## config.mk

```make
export PLATFORM = sky130hd
export DESIGN_NAME = threshold_promote_cache_list
export DESIGN_NICKNAME = d
export VERILOG_FILES = /design/src/rtl/tpcl_pkg.sv /design/src/rtl/threshold_promote_cache_list.sv
export SDC_FILE = /design/constraint.sdc
export NUM_CORES = 1
export LEC_CHECK = 0
export BUFFER_PORTS_ARGS = -buffer_cell sky130_fd_sc_hd__buf_2
export CAP_MARGIN = 10
export CORE_AREA = 5 5 302 304
export CTS_CLUSTER_SIZE = 8
export DETAILED_ROUTE_END_ITERATION = 16
export DIE_AREA = 0 0 307 309
export PLACE_DENSITY = 0.79
export REMOVE_ABC_BUFFERS = 1
export SKIP_LAST_GASP = 1
export SLEW_MARGIN = 20
export SYNTH_ARGS = -nofsm -noshare
export SYNTH_HDL_FRONTEND = slang
export SYNTH_SLANG_ARGS = --single-unit
```

## constraint.sdc

```tcl
create_clock -name clk_i -period 6.2 [get_ports clk_i]
set_input_delay 0.31 -clock clk_i [delete_from_list [all_inputs] [get_ports clk_i]]
set_output_delay 0.31 -clock clk_i [all_outputs]
set_load 0.01 [all_outputs]
```

## src/rtl/tpcl_pkg.sv

```systemverilog
`default_nettype none

package tpcl_pkg;

  localparam int unsigned MaxEntries = 16;
  localparam int unsigned SlotBits   = $clog2(MaxEntries);
  localparam int unsigned TotalBits  = $clog2(MaxEntries + 1);
  localparam int unsigned KeyBits    = 32;
  localparam int unsigned CountBits  = 16;
  localparam int unsigned ThrBits    = 16;
  localparam int unsigned CapBits    = 5;
  localparam int unsigned CfgBits    = 16;

  // output word layout, lowest bit first: hit_count, evicted_key, occupancy
  localparam int unsigned OutFieldBits = CountBits + KeyBits + TotalBits;
  localparam int unsigned OutDataBits  = ((OutFieldBits + 7) / 8) * 8;
  localparam int unsigned OutPadBits   = OutDataBits - OutFieldBits;
  localparam int unsigned OccLsb       = CountBits + KeyBits;

  // output tuser layout, lowest bit first: hit, promoted, evicted
  localparam int unsigned UserHit      = 0;
  localparam int unsigned UserPromoted = 1;
  localparam int unsigned UserEvicted  = 2;
  localparam int unsigned OutUserBits  = 3;

  localparam logic [ThrBits-1:0] ThrReset = ThrBits'(2);
  localparam logic [CapBits-1:0] CapReset = CapBits'(16);

  typedef enum logic {
    CmdAccess = 1'b0,
    CmdClear  = 1'b1
  } cmd_e;

  typedef enum logic {
    RegThreshold = 1'b0,
    RegCapacity  = 1'b1
  } cfg_idx_e;

  typedef enum logic [2:0] {
    StIdle = 3'b001,
    StScan = 3'b010,
    StUpd  = 3'b100
  } state_e;

endpackage

`default_nettype wire

```

## src/rtl/threshold_promote_cache_list.sv

```systemverilog
// Threshold-promote cache list: list of page keys with hit counts. A miss puts
// its key at the front; a hit moves to the front once its count exceeds the
// threshold. Clear or an empty list goes straight to the update step; else the
// key memory is scanned one entry a cycle from the front to a hit or the last
// entry. Words are taken only in idle. Reset: list empty, threshold 2,
// capacity 16, slot order set to identity; key and count memories are not cleared.
`default_nettype none

module threshold_promote_cache_list (
  input  wire                           clk_i,
  input  wire                           rst_ni,
  // configuration write channel
  input  wire                           cfg_valid_i,
  output logic                          cfg_ready_o,
  input  wire                           cfg_index_i,
  input  wire  [tpcl_pkg::CfgBits-1:0]  cfg_data_i,
  // input stream
  input  wire                           s_axis_tvalid,
  output logic                          s_axis_tready,
  input  wire  [tpcl_pkg::KeyBits-1:0]  s_axis_tdata,   // [31:0] page_key
  input  wire                           s_axis_tuser,   // [0] cmd
  // result stream
  output logic                              m_axis_tvalid,
  input  wire                               m_axis_tready,
  output logic [tpcl_pkg::OutDataBits-1:0]  m_axis_tdata,  // hit_count, evicted_key, occupancy
  output logic [tpcl_pkg::OutUserBits-1:0]  m_axis_tuser   // hit, promoted, evicted
);
  import tpcl_pkg::*;

  // Configuration registers; always ready, a write takes effect at the next edge.
  logic [ThrBits-1:0] thr_q;
  logic [CapBits-1:0] cap_q;

  assign cfg_ready_o = 1'b1;

  always_ff @(posedge clk_i or negedge rst_ni) begin
    if (!rst_ni) begin
      thr_q <= ThrReset;
      cap_q <= CapReset;
    end else if (cfg_valid_i) begin
      case (cfg_index_i)
        RegThreshold: thr_q <= cfg_data_i[ThrBits-1:0];
        RegCapacity:  cap_q <= cfg_data_i[CapBits-1:0];
        default:      ;
      endcase
    end
  end

  // Clamp capacity into 1..MaxEntries.
  logic [TotalBits-1:0] cap_eff;
  always_comb begin
    if (cap_q == '0) begin
      cap_eff = TotalBits'(1);
    end else if (TotalBits'(cap_q) > TotalBits'(MaxEntries)) begin
      cap_eff = TotalBits'(MaxEntries);
    end else begin
      cap_eff = TotalBits'(cap_q);
    end
  end

  // Control and item state.
  state_e               state_q, state_d;
  logic [TotalBits-1:0] total_q, total_d;
  logic [SlotBits-1:0]  order_q [MaxEntries];  // rank -> physical slot
  logic [SlotBits-1:0]  order_d [MaxEntries];
  logic [TotalBits-1:0] rd_rank_q, rd_rank_d;  // next rank to fetch
  logic                 cmp_valid_q, cmp_valid_d;
  logic [SlotBits-1:0]  cmp_rank_q, cmp_rank_d; // rank of the word in the read regs
  logic                 clr_q, clr_d;
  logic [KeyBits-1:0]   key_q, key_d;
  logic                 hit_q, hit_d;
  logic [SlotBits-1:0]  pos_q, pos_d;
  logic [CountBits-1:0] cnt_q, cnt_d;
  logic [KeyBits-1:0]   last_key_q, last_key_d;

  // Output register.
  logic                   out_valid_q, out_valid_d;
  logic [OutDataBits-1:0] out_data_q, out_data_d;
  logic [OutUserBits-1:0] out_user_q, out_user_d;

  // Key and count memories, indexed by physical slot.
  logic [KeyBits-1:0]   key_mem [MaxEntries];
  logic [CountBits-1:0] cnt_mem [MaxEntries];
  logic [KeyBits-1:0]   rd_key_q;
  logic [CountBits-1:0] rd_cnt_q;
  logic                 mem_rd_en;
  logic                 key_wr_en, cnt_wr_en;
  logic [CountBits-1:0] cnt_wr_data;

  // Addressed read of the order table: scan rank, or in the update step the
  // rank that is hit or that a miss fills; it is written and may move to the front.
  logic [SlotBits-1:0] ord_addr;
  logic [SlotBits-1:0] ord_sel;
  logic                evict;
  logic [SlotBits-1:0] miss_m;
  logic [SlotBits-1:0] rot_m;
  logic                rot_en;
  logic [CountBits-1:0] cnt_inc;
  logic                promote;
  logic                upd_fire;
  logic [TotalBits-1:0] occ;

  assign evict   = (total_q >= cap_eff);
  assign miss_m  = evict ? SlotBits'(total_q - TotalBits'(1)) : total_q[SlotBits-1:0];
  assign cnt_inc = (cnt_q == '1) ? cnt_q : cnt_q + CountBits'(1);
  assign promote = (cnt_inc > CountBits'(thr_q)) && (pos_q != '0);

  always_comb begin
    if (state_q == StScan) begin
      ord_addr = rd_rank_q[SlotBits-1:0];
    end else if (hit_q) begin
      ord_addr = pos_q;
    end else begin
      ord_addr = miss_m;
    end
  end
  assign ord_sel = order_q[ord_addr];

  assign s_axis_tready = (state_q == StIdle);
  assign upd_fire      = (state_q == StUpd) && (!out_valid_q || m_axis_tready);

  always_ff @(posedge clk_i) begin
    if (mem_rd_en) begin
      rd_key_q <= key_mem[ord_sel];
      rd_cnt_q <= cnt_mem[ord_sel];
    end
    if (key_wr_en) begin
      key_mem[ord_sel] <= key_q;
    end
    if (cnt_wr_en) begin
      cnt_mem[ord_sel] <= cnt_wr_data;
    end
  end

  always_comb begin
    state_d     = state_q;
    total_d     = total_q;
    rd_rank_d   = rd_rank_q;
    cmp_valid_d = cmp_valid_q;
    cmp_rank_d  = cmp_rank_q;
    clr_d       = clr_q;
    key_d       = key_q;
    hit_d       = hit_q;
    pos_d       = pos_q;
    cnt_d       = cnt_q;
    last_key_d  = last_key_q;
    out_valid_d = out_valid_q && !m_axis_tready;
    out_data_d  = out_data_q;
    out_user_d  = out_user_q;
    mem_rd_en   = 1'b0;
    key_wr_en   = 1'b0;
    cnt_wr_en   = 1'b0;
    cnt_wr_data = cnt_inc;
    rot_en      = 1'b0;
    rot_m       = ord_addr;
    occ         = total_q;

    case (state_q)
      StIdle: begin
        if (s_axis_tvalid) begin
          key_d       = s_axis_tdata;
          clr_d       = (s_axis_tuser == CmdClear);
          hit_d       = 1'b0;
          rd_rank_d   = '0;
          cmp_valid_d = 1'b0;
          // clear and an empty list need no search
          if ((s_axis_tuser == CmdClear) || (total_q == '0)) begin
            state_d = StUpd;
          end else begin
            state_d = StScan;
          end
        end
      end

      StScan: begin
        // fetch the next rank while comparing the previous one
        if (rd_rank_q < total_q) begin
          mem_rd_en   = 1'b1;
          cmp_valid_d = 1'b1;
          cmp_rank_d  = rd_rank_q[SlotBits-1:0];
          rd_rank_d   = rd_rank_q + TotalBits'(1);
        end else begin
          cmp_valid_d = 1'b0;
        end
        if (cmp_valid_q) begin
          if (rd_key_q == key_q) begin
            hit_d       = 1'b1;
            pos_d       = cmp_rank_q;
            cnt_d       = rd_cnt_q;
            cmp_valid_d = 1'b0;
            state_d     = StUpd;
          end else if (TotalBits'(cmp_rank_q) == total_q - TotalBits'(1)) begin
            // last entry seen: miss; keep its key in case it gets evicted
            hit_d       = 1'b0;
            last_key_d  = rd_key_q;
            cmp_valid_d = 1'b0;
            state_d     = StUpd;
          end
        end
      end

      StUpd: begin
        if (upd_fire) begin
          state_d     = StIdle;
          out_valid_d = 1'b1;
          if (clr_q) begin
            total_d    = '0;
            out_data_d = '0;
            out_user_d = '0;
          end else if (hit_q) begin
            cnt_wr_en  = 1'b1;
            rot_en     = promote;
            out_data_d = {OutPadBits'(0), total_q, KeyBits'(0), cnt_inc};
            out_user_d = '0;
            out_user_d[UserHit]      = 1'b1;
            out_user_d[UserPromoted] = promote;
          end else begin
            // new key goes to the front, into a free slot or the evicted one
            key_wr_en   = 1'b1;
            cnt_wr_en   = 1'b1;
            cnt_wr_data = CountBits'(1);
            rot_en      = 1'b1;
            occ         = TotalBits'(miss_m) + TotalBits'(1);
            total_d     = occ;
            out_data_d  = {OutPadBits'(0), occ, (evict ? last_key_q : KeyBits'(0)),
                           CountBits'(1)};
            out_user_d  = '0;
            out_user_d[UserEvicted] = evict;
          end
        end
      end

      default: begin
        state_d = StIdle;
      end
    endcase
  end

  // Move rank rot_m to the front; ranks ahead of it shift back by one.
  always_comb begin
    for (int i = 0; i < MaxEntries; i++) begin
      order_d[i] = order_q[i];
      if (rot_en) begin
        if (i == 0) begin
          order_d[i] = ord_sel;
        end else if (SlotBits'(i) <= rot_m) begin
          order_d[i] = order_q[i-1];
        end
      end
    end
  end

  always_ff @(posedge clk_i or negedge rst_ni) begin
    if (!rst_ni) begin
      state_q     <= StIdle;
      total_q     <= '0;
      rd_rank_q   <= '0;
      cmp_valid_q <= 1'b0;
      out_valid_q <= 1'b0;
      for (int i = 0; i < MaxEntries; i++) begin
        order_q[i] <= SlotBits'(i);
      end
    end else begin
      state_q     <= state_d;
      total_q     <= total_d;
      rd_rank_q   <= rd_rank_d;
      cmp_valid_q <= cmp_valid_d;
      out_valid_q <= out_valid_d;
      for (int i = 0; i < MaxEntries; i++) begin
        order_q[i] <= order_d[i];
      end
    end
  end

  // Payload registers: no reset.
  always_ff @(posedge clk_i) begin
    cmp_rank_q <= cmp_rank_d;
    clr_q      <= clr_d;
    key_q      <= key_d;
    hit_q      <= hit_d;
    pos_q      <= pos_d;
    cnt_q      <= cnt_d;
    last_key_q <= last_key_d;
    out_data_q <= out_data_d;
    out_user_q <= out_user_d;
  end

  assign m_axis_tvalid = out_valid_q;
  assign m_axis_tdata  = out_data_q;
  assign m_axis_tuser  = out_user_q;

endmodule

`default_nettype wire

```

Word-level counts from Yosys, hierarchy flattened

Memories as Yosys holds them, arrays and structs flattened. A register that Yosys moved wholly into a read port is not among the register bits.
Cells that the tools add are included.
W data, S select, Z words.

Reduce and logical (&&, ||, !) cells: 41
$add $sub $neg: 4
Bitwise gates (word level): 5
Shift operators: 0
Equality and inequality tests: 12
$lt $le $gt $ge: 20
Multiplexer cells: 56
Multipliers: 0
Div/mod/pow operators: 0

Operator list:

| operator                | number |
|---|---|
| $mux W16                | 5 |
| $mux W53                | 1 |
| $reduce_and A2 Y1       | 21 |
| $eq A32 B32 Y1          | 1 |
| $le A4 B4 Y1 const A    | 8 |
| $mux W32                | 1 |
| $mux W5                 | 6 |
| $mux W1                 | 27 |
| $mux W4                 | 5 |
| $mux W3                 | 6 |
| $add A16 B1 Y16 const B | 1 |
| $bmux W4 S4             | 1 |
| $eq A16 B16 Y1 const B  | 1 |
| $gt A16 B16 Y1          | 1 |
| $le A3 B4 Y1 const A    | 4 |
| $reduce_and A4 Y1       | 3 |
| $logic_not A5 Y1        | 2 |
| $pmux W5 S2             | 1 |
| $pmux W3 S3             | 1 |
| $reduce_and A3 Y1       | 3 |
| $le A2 B4 Y1 const A    | 2 |
| $ne A2 B2 Y1 const B    | 4 |
| $add A4 B1 Y5 const B   | 1 |
| $add A5 B1 Y5 const B   | 1 |
| 22 further kinds        | 31 |

Memories kept: 2
Input bits: 55
Bits in read-only memories: 0
Flip-flop bits (word level): 249
Latch bits: 0
RAM bits: 768
Output and inout port bits: 62

Memory list:

| name    | words | width | rd ports | clocked after Yosys merged registers in | write ports | RTL line                           | text |
|---|---|---|---|---|---|---|---|
| key_mem | 16    | 32    | 1        | 1                                       | 1           | threshold_promote_cache_list.sv:82 | `logic [KeyBits-1:0] key_mem [MaxEntries];` |
| cnt_mem | 16    | 16    | 1        | 1                                       | 1           | threshold_promote_cache_list.sv:83 | `logic [CountBits-1:0] cnt_mem [MaxEntries];` |

Depth between registers and ports, before layout

Word-level depth: 11
Gate-level depth with buffers: 24

Worst setup path after synthesis

Ideal clock, no wire load.

Kind: register to register
From: register total_q[0]
To: memory key_mem[11][0], enable pin
Clock period less this slack: 6844 ps
Path buffers: 4
Path slack: -644 ps
Stages on the path, launching flop included: 17
Arrival time: 6383 ps
Library setup time: 461 ps
Cells stage by stage: dfrtp_1 > clkbuf_1 > inv_1 > ha_1 > nand2b_1 > a2111oi_4 > nor4_1 > or4_1 > buf_2 > or4_1 > o22ai_1 > mux2_4 > mux2_2 > buf_2 > buf_1 > nand3_1 > nor3_1

Cells in the longest elaborated chain, start to end: 8
Elaborated cells between the ends (all ways): 9
Those cells by class: 1 x add/sub; 1 x order compare; 6 x mux; 1 x bitwise

Ends and longest elaborated chain:

| what                                                 | RTL line                            | text |
|---|---|---|
| from (decl)                                          | threshold_promote_cache_list.sv:63  | `logic [TotalBits-1:0] total_q, total_d;` |
| from (signal assigned)                               | threshold_promote_cache_list.sv:265 | `total_q <= total_d;` |
| $sub A5 B1 Y5 / $ge A5 B5 Y1 (equally long branches) | -                                   |  |
| $mux W4 (*)                                          | threshold_promote_cache_list.sv:104 | `assign miss_m = evict ? SlotBits'(total_q - TotalBits'(1)) : total_q[SlotBits-1:0];` |
| $mux W4 (*)                                          | threshold_promote_cache_list.sv:111 | `end else if (hit_q) begin` |
| $mux W4 (*)                                          | threshold_promote_cache_list.sv:109 | `if (state_q == StScan) begin` |
| $not A4 Y5 (not written as such) (*)                 | threshold_promote_cache_list.sv:117 | `assign ord_sel = order_q[ord_addr];` |
| $bmux W4 S4 (*)                                      | threshold_promote_cache_list.sv:117 |  |
| $mux W4 (not written as such) (*) (2 in a row)       | threshold_promote_cache_list.sv:117 |  |
| to (decl)                                            | threshold_promote_cache_list.sv:82  |  |

Mark *: on every way between the ends. The rest lies on a longest branch, timed or not. The select of a mux whose other input is x is not followed.

Worst setup path in the final report

From: register total_q[0]
To: register rd_cnt_q[12] (read register of cnt_mem), data pin

Cells in the longest elaborated chain, start to end: 8
Elaborated cells between the ends (all ways): 12
Those cells by class: 1 x add/sub; 2 x order compare; 8 x mux; 1 x bitwise

Ends and longest elaborated chain:

| what                                                 | RTL line                            | text |
|---|---|---|
| $sub A5 B1 Y5 / $ge A5 B5 Y1 (equally long branches) | -                                   |  |
| $mux W4                                              | threshold_promote_cache_list.sv:104 |  |
| $mux W4                                              | threshold_promote_cache_list.sv:111 |  |
| $mux W4                                              | threshold_promote_cache_list.sv:109 |  |
| $not A4 Y5 (not written as such)                     | threshold_promote_cache_list.sv:117 |  |
| $bmux W4 S4                                          | threshold_promote_cache_list.sv:117 |  |
| $mux W4 (not written as such) (2 in a row)           | threshold_promote_cache_list.sv:117 |  |
| to (decl)                                            | threshold_promote_cache_list.sv:85  | `logic [CountBits-1:0] rd_cnt_q;` |

Parallel ways exist; a longest one is shown, timed or not. The select of a mux whose other input is x is not followed.
A chain may end at the register's enable or synchronous reset.

==> results by group <==
Run status
  • Outcome: finished clean

Synthesis
  • Post-synth EDFFs: 962
  • Synthesized area: 42700 um2
  • Post-synthesis cell count: 2519
  • Main synth FF type: edfxtp_1
  • Share of the synthesized area in the top cell type: 0.677
  • Post-synth cell types: 73
  • Register area share after synthesis: 0.737
  • Synth area leader: edfxtp_1
  • Synth Warn #: 0
  • Mapped Avg Cell Area: 16.9 um2
  • Synth top area cells: edfxtp_1 68%, mux4_2 5.3%, dfrtp_1 3.8%
  • Seq cells post-synth: 1062
  • Asr flop ratio synth: 0.0942

Worst setup path
  • Crit-path max FO: 36
  • CP most frequent cell: inv_1
  • CP peak stage delay: 0.67 ns
  • Crit path cell chain: inv_1 > ha_1 > nand2b_1 > a2111oi_4 > nor4_1 > or4_1 > or3_1 > o221a_1 > o211ai_4 > buf_4 > or2_2 > buf_12 > inv_1 > a211oi_1 > o21ai_1
  • Critical path's slowest cell: or4_1
  • Crit. End Element: register
  • Arrival time at the worst endpoint: 6.31 ns
  • Worst setup path startpoint: total_q[0]$_DFFE_PN0P_
  • Crit path max-delay family: simple AND/OR/NAND/NOR gates
  • Required @ worst endpoint: 6.66 ns
  • CP Launch Type: register
  • Reg2Reg Launch Point: total_q[0]$_DFFE_PN0P_
  • Critical path type: reg -> reg
  • CP bufs+invs: 4

Floorplanning
  • Initial Util: 0.485
  • # rows: 109
  • Core Area: 88000 um2
  • I/O pin count: 117
  • Die area: 94900 um2
  • Die width: 307 um
  • Die Y: 309 um

Finish
  • Antenna Cells: 0
  • Nets@finish: 2867
  • Final core occ: 0.567
  • Share of layout cells above drive strength 1: 0.236
  • Area growth syn-to-layout: 16.9%

Placed design
  • Port buffer count: 112
  • GPL Wtd Cong: 0.889
  • Dpl hpwl: 58300 um

Clock network
  • # clock sinks: 1062
  • Num CTS Buffers: 151
  • CTS tree: built
  • Clk Latency, worst-skew pair: 0.74 ns
  • CTS HTree Levels: 4
  • Clock root buffer: clkbuf_16
  • Clock buffer depth: 3
  • Clock Pin Slew Worst Setup and Hold Paths: 0.06 ns
  • Post-CTS Setup Bufs: 0

Detailed routing
  • DRC viols: 0
  • Number of DRC markers in iteration 0: 3102
  • Via count: 24800
  • Post-DR wirelength/cell: 26.8 um
  • Via density: 6.23
  • Drt first pass iters: 9
  • Routed WL: 107000 um
  • Detail Route Antenna Nets: 0

Pwr
  • Worst ir drop on vdd: 0.939 mV
  • Pwr Density: 541 nW/um2
  • LEAKAGE: 17.4 nW

Global route
  • First-pass GRT wire length: 160000 um
  • Vias in the first global route: 25500
  • Initial antenna violation count: 0
  • Total gr overflow: 0
  • Pin count of the biggest net entering global routing: 95
  • Total track usage: 0.223

Timing
  • Max Clk Rate: 171 MHz
  • Slew @ Worst Pin: 1.11 ns
  • Final Hold Viols: 0
  • Worst clock skew: 0.0328 ns
  • Max-slew violations: 0
  • Setup TNS: 0 ns
  • RSZ-0062 raised after global routing: no
  • Final setup vio count: 0
  • Max_slew headroom: 0.251
  • Final Cycle Share: 0.942
  • Final min period: 5.84 ns

Job
  • Max capacitance violation total: 0

Min path
  • Hold Crit Class: in -> reg
  • Min-Delay Startpoint: cfg_index_i
[sequential cells by signal, indices dropped and copies added, names as in the netlist, 3 cells and up]
name and flops:
key_mem 512, cnt_mem 256, order_q 64, m_axis_tdata 53, key_q 32, last_key_q 32, rd_key_q 32, cnt_q 16
rd_cnt_q 16, thr_q 16, cap_q 5, rd_rank_q 5, total_q 5, cmp_rank_q 4, pos_q 4, m_axis_tuser 3
state_q 3
[layout make-up]
type | count | area (um2)
timing repair buffer | 250 | 2050
sequential | 1062 | 31400
clock buffer | 182 | 3970
inverter | 60 | 225
clock inverter | 12 | 241
multi-input combinational | 1257 | 10500
fill | 6266 | 38100
tap | 1165 | 1460
[metrics by stage]
stage	power (W)	instance area, um2	instances	hold WS [ns]	worst slack, ns
final	0.0270	49900	3988	0.0889	0.359
after global routing	0.0281	49900	3988	0.0818	0.126
after CTS	0.0269	49900	3988	0.0524	0.308
after detailed placement	0.0193	45100	3742	0.365	0.402
after global placement	0.0189	45100	3742	0.347	0.593
after floorplan	0.0147	42000	2379	0.0144	-12.49
[cells in the mapped netlist (all sizes together), types with 4 or more instances]
library cell	n
xor2	43
or2	5
or4	6
and3	8
a32o	47
o221ai	4
mux2	79
a31oi	7
nand2	210
buf	70
ha	30
a21oi	68
a22oi	48
a21o	8
nor2	94
nand4	13
nor2b	8
nand3b	5
o21ai	92
dfstp	35
nor3	21
clkbuf	72
nand2b	11
mux4	100
and2	35
edfxtp	962
o221a	46
xnor2	15
or3	9
o21a	6
mux2i	115
nor4	18
inv	60
nand3	25
o22ai	8
dfrtp	65
a211oi	33
[where the power goes]
part           internal [W]  switching [W]
registers           0.00863       0.000362
logic               0.00433        0.00625
clock network       0.00450        0.00290
[repair_timing]
item | in CTS | in global routing
endpoints found under the setup margin | 0 | 123
hold buffers | 52 | 0
endpoints found under the hold margin | 105 | 0
gates resized for setup | 0 | 2
[worst min-delay path: cells and delay by family]
kind | cells | cell delay (ns)
AOI/OAI and AO/OA | 1 | 0.08
and+or+nand+nor | 2 | 0.30
buffers and inverters | 1 | 0.09
[layout by cell type (no fill, tap or decap), types with 10 or more instances in the layout]
master and n:
dfrtp_1 65, xor2_1 43, nand2b_1 10, and2_1 33, ha_1 30, a22oi_1 48, mux2i_1 114, xnor2_1 15
buf_12 25, buf_2 111, nand4_1 13, a21oi_1 67, nor3_2 12, nand2_1 209, dlygate4sd3_1 52, inv_1 58
o221a_2 44, nor4_1 17, o21ai_0 45, clkbuf_1 27, a211oi_1 32, mux2_2 76, nor2_1 86, buf_4 61
edfxtp_1 962, nand3_1 25, dfstp_2 35, o21ai_1 47, clkbuf_16 154, a32o_1 47, mux4_2 100
[layer usage]
| metal | part of all wire | GRT usage | up-vias |
|---|---|---|---|
| met1 | 0.36 | 0.288 | 12600 |
| met2 | 0.51 | 0.381 | 1597 |
| li1 | - | - | 10400 |
| met4 | 0.031 | 0.0789 | 0 |
| met5 | 0 | 0 | - |
| met3 | 0.10 | 0.0475 | 247 |
[cell families (layout without fill, tap and decap cells)]
family          count (synthesis)  after routing  synth area share
compound gates                392            392            0.0675
other cells                     2              4          0.000176
flops                        1062           1062             0.737
mux                           294            294             0.101
buf+inv                       202            504            0.0212
fa+ha+maj                      30             30           0.00880
simple gates                  479            479            0.0528
xor+xnor                       58             58            0.0119
[worst paths after layout]
check | to | slack [ns] | cells past startpoint
worst max register to register | rd_cnt_q[12]$_DFFE_PP_ | 0.36 | 15
worst max-delay path | rd_cnt_q[12]$_DFFE_PP_ | 0.36 | 15
worst min-delay path | thr_q[1]$_DFFE_PN1P_ | 0.09 | 4
min in group asynchronous | m_axis_tvalid$_DFF_PN0_ | 0.14 | 2
max in group asynchronous | order_q[60]$_DFFE_PN0P_ | 4.92 | 3
worst min register to register | cnt_q[12]$_DFFE_PP_ | 0.42 | 0
No activity file was read; power rests on OpenSTA's default activity.
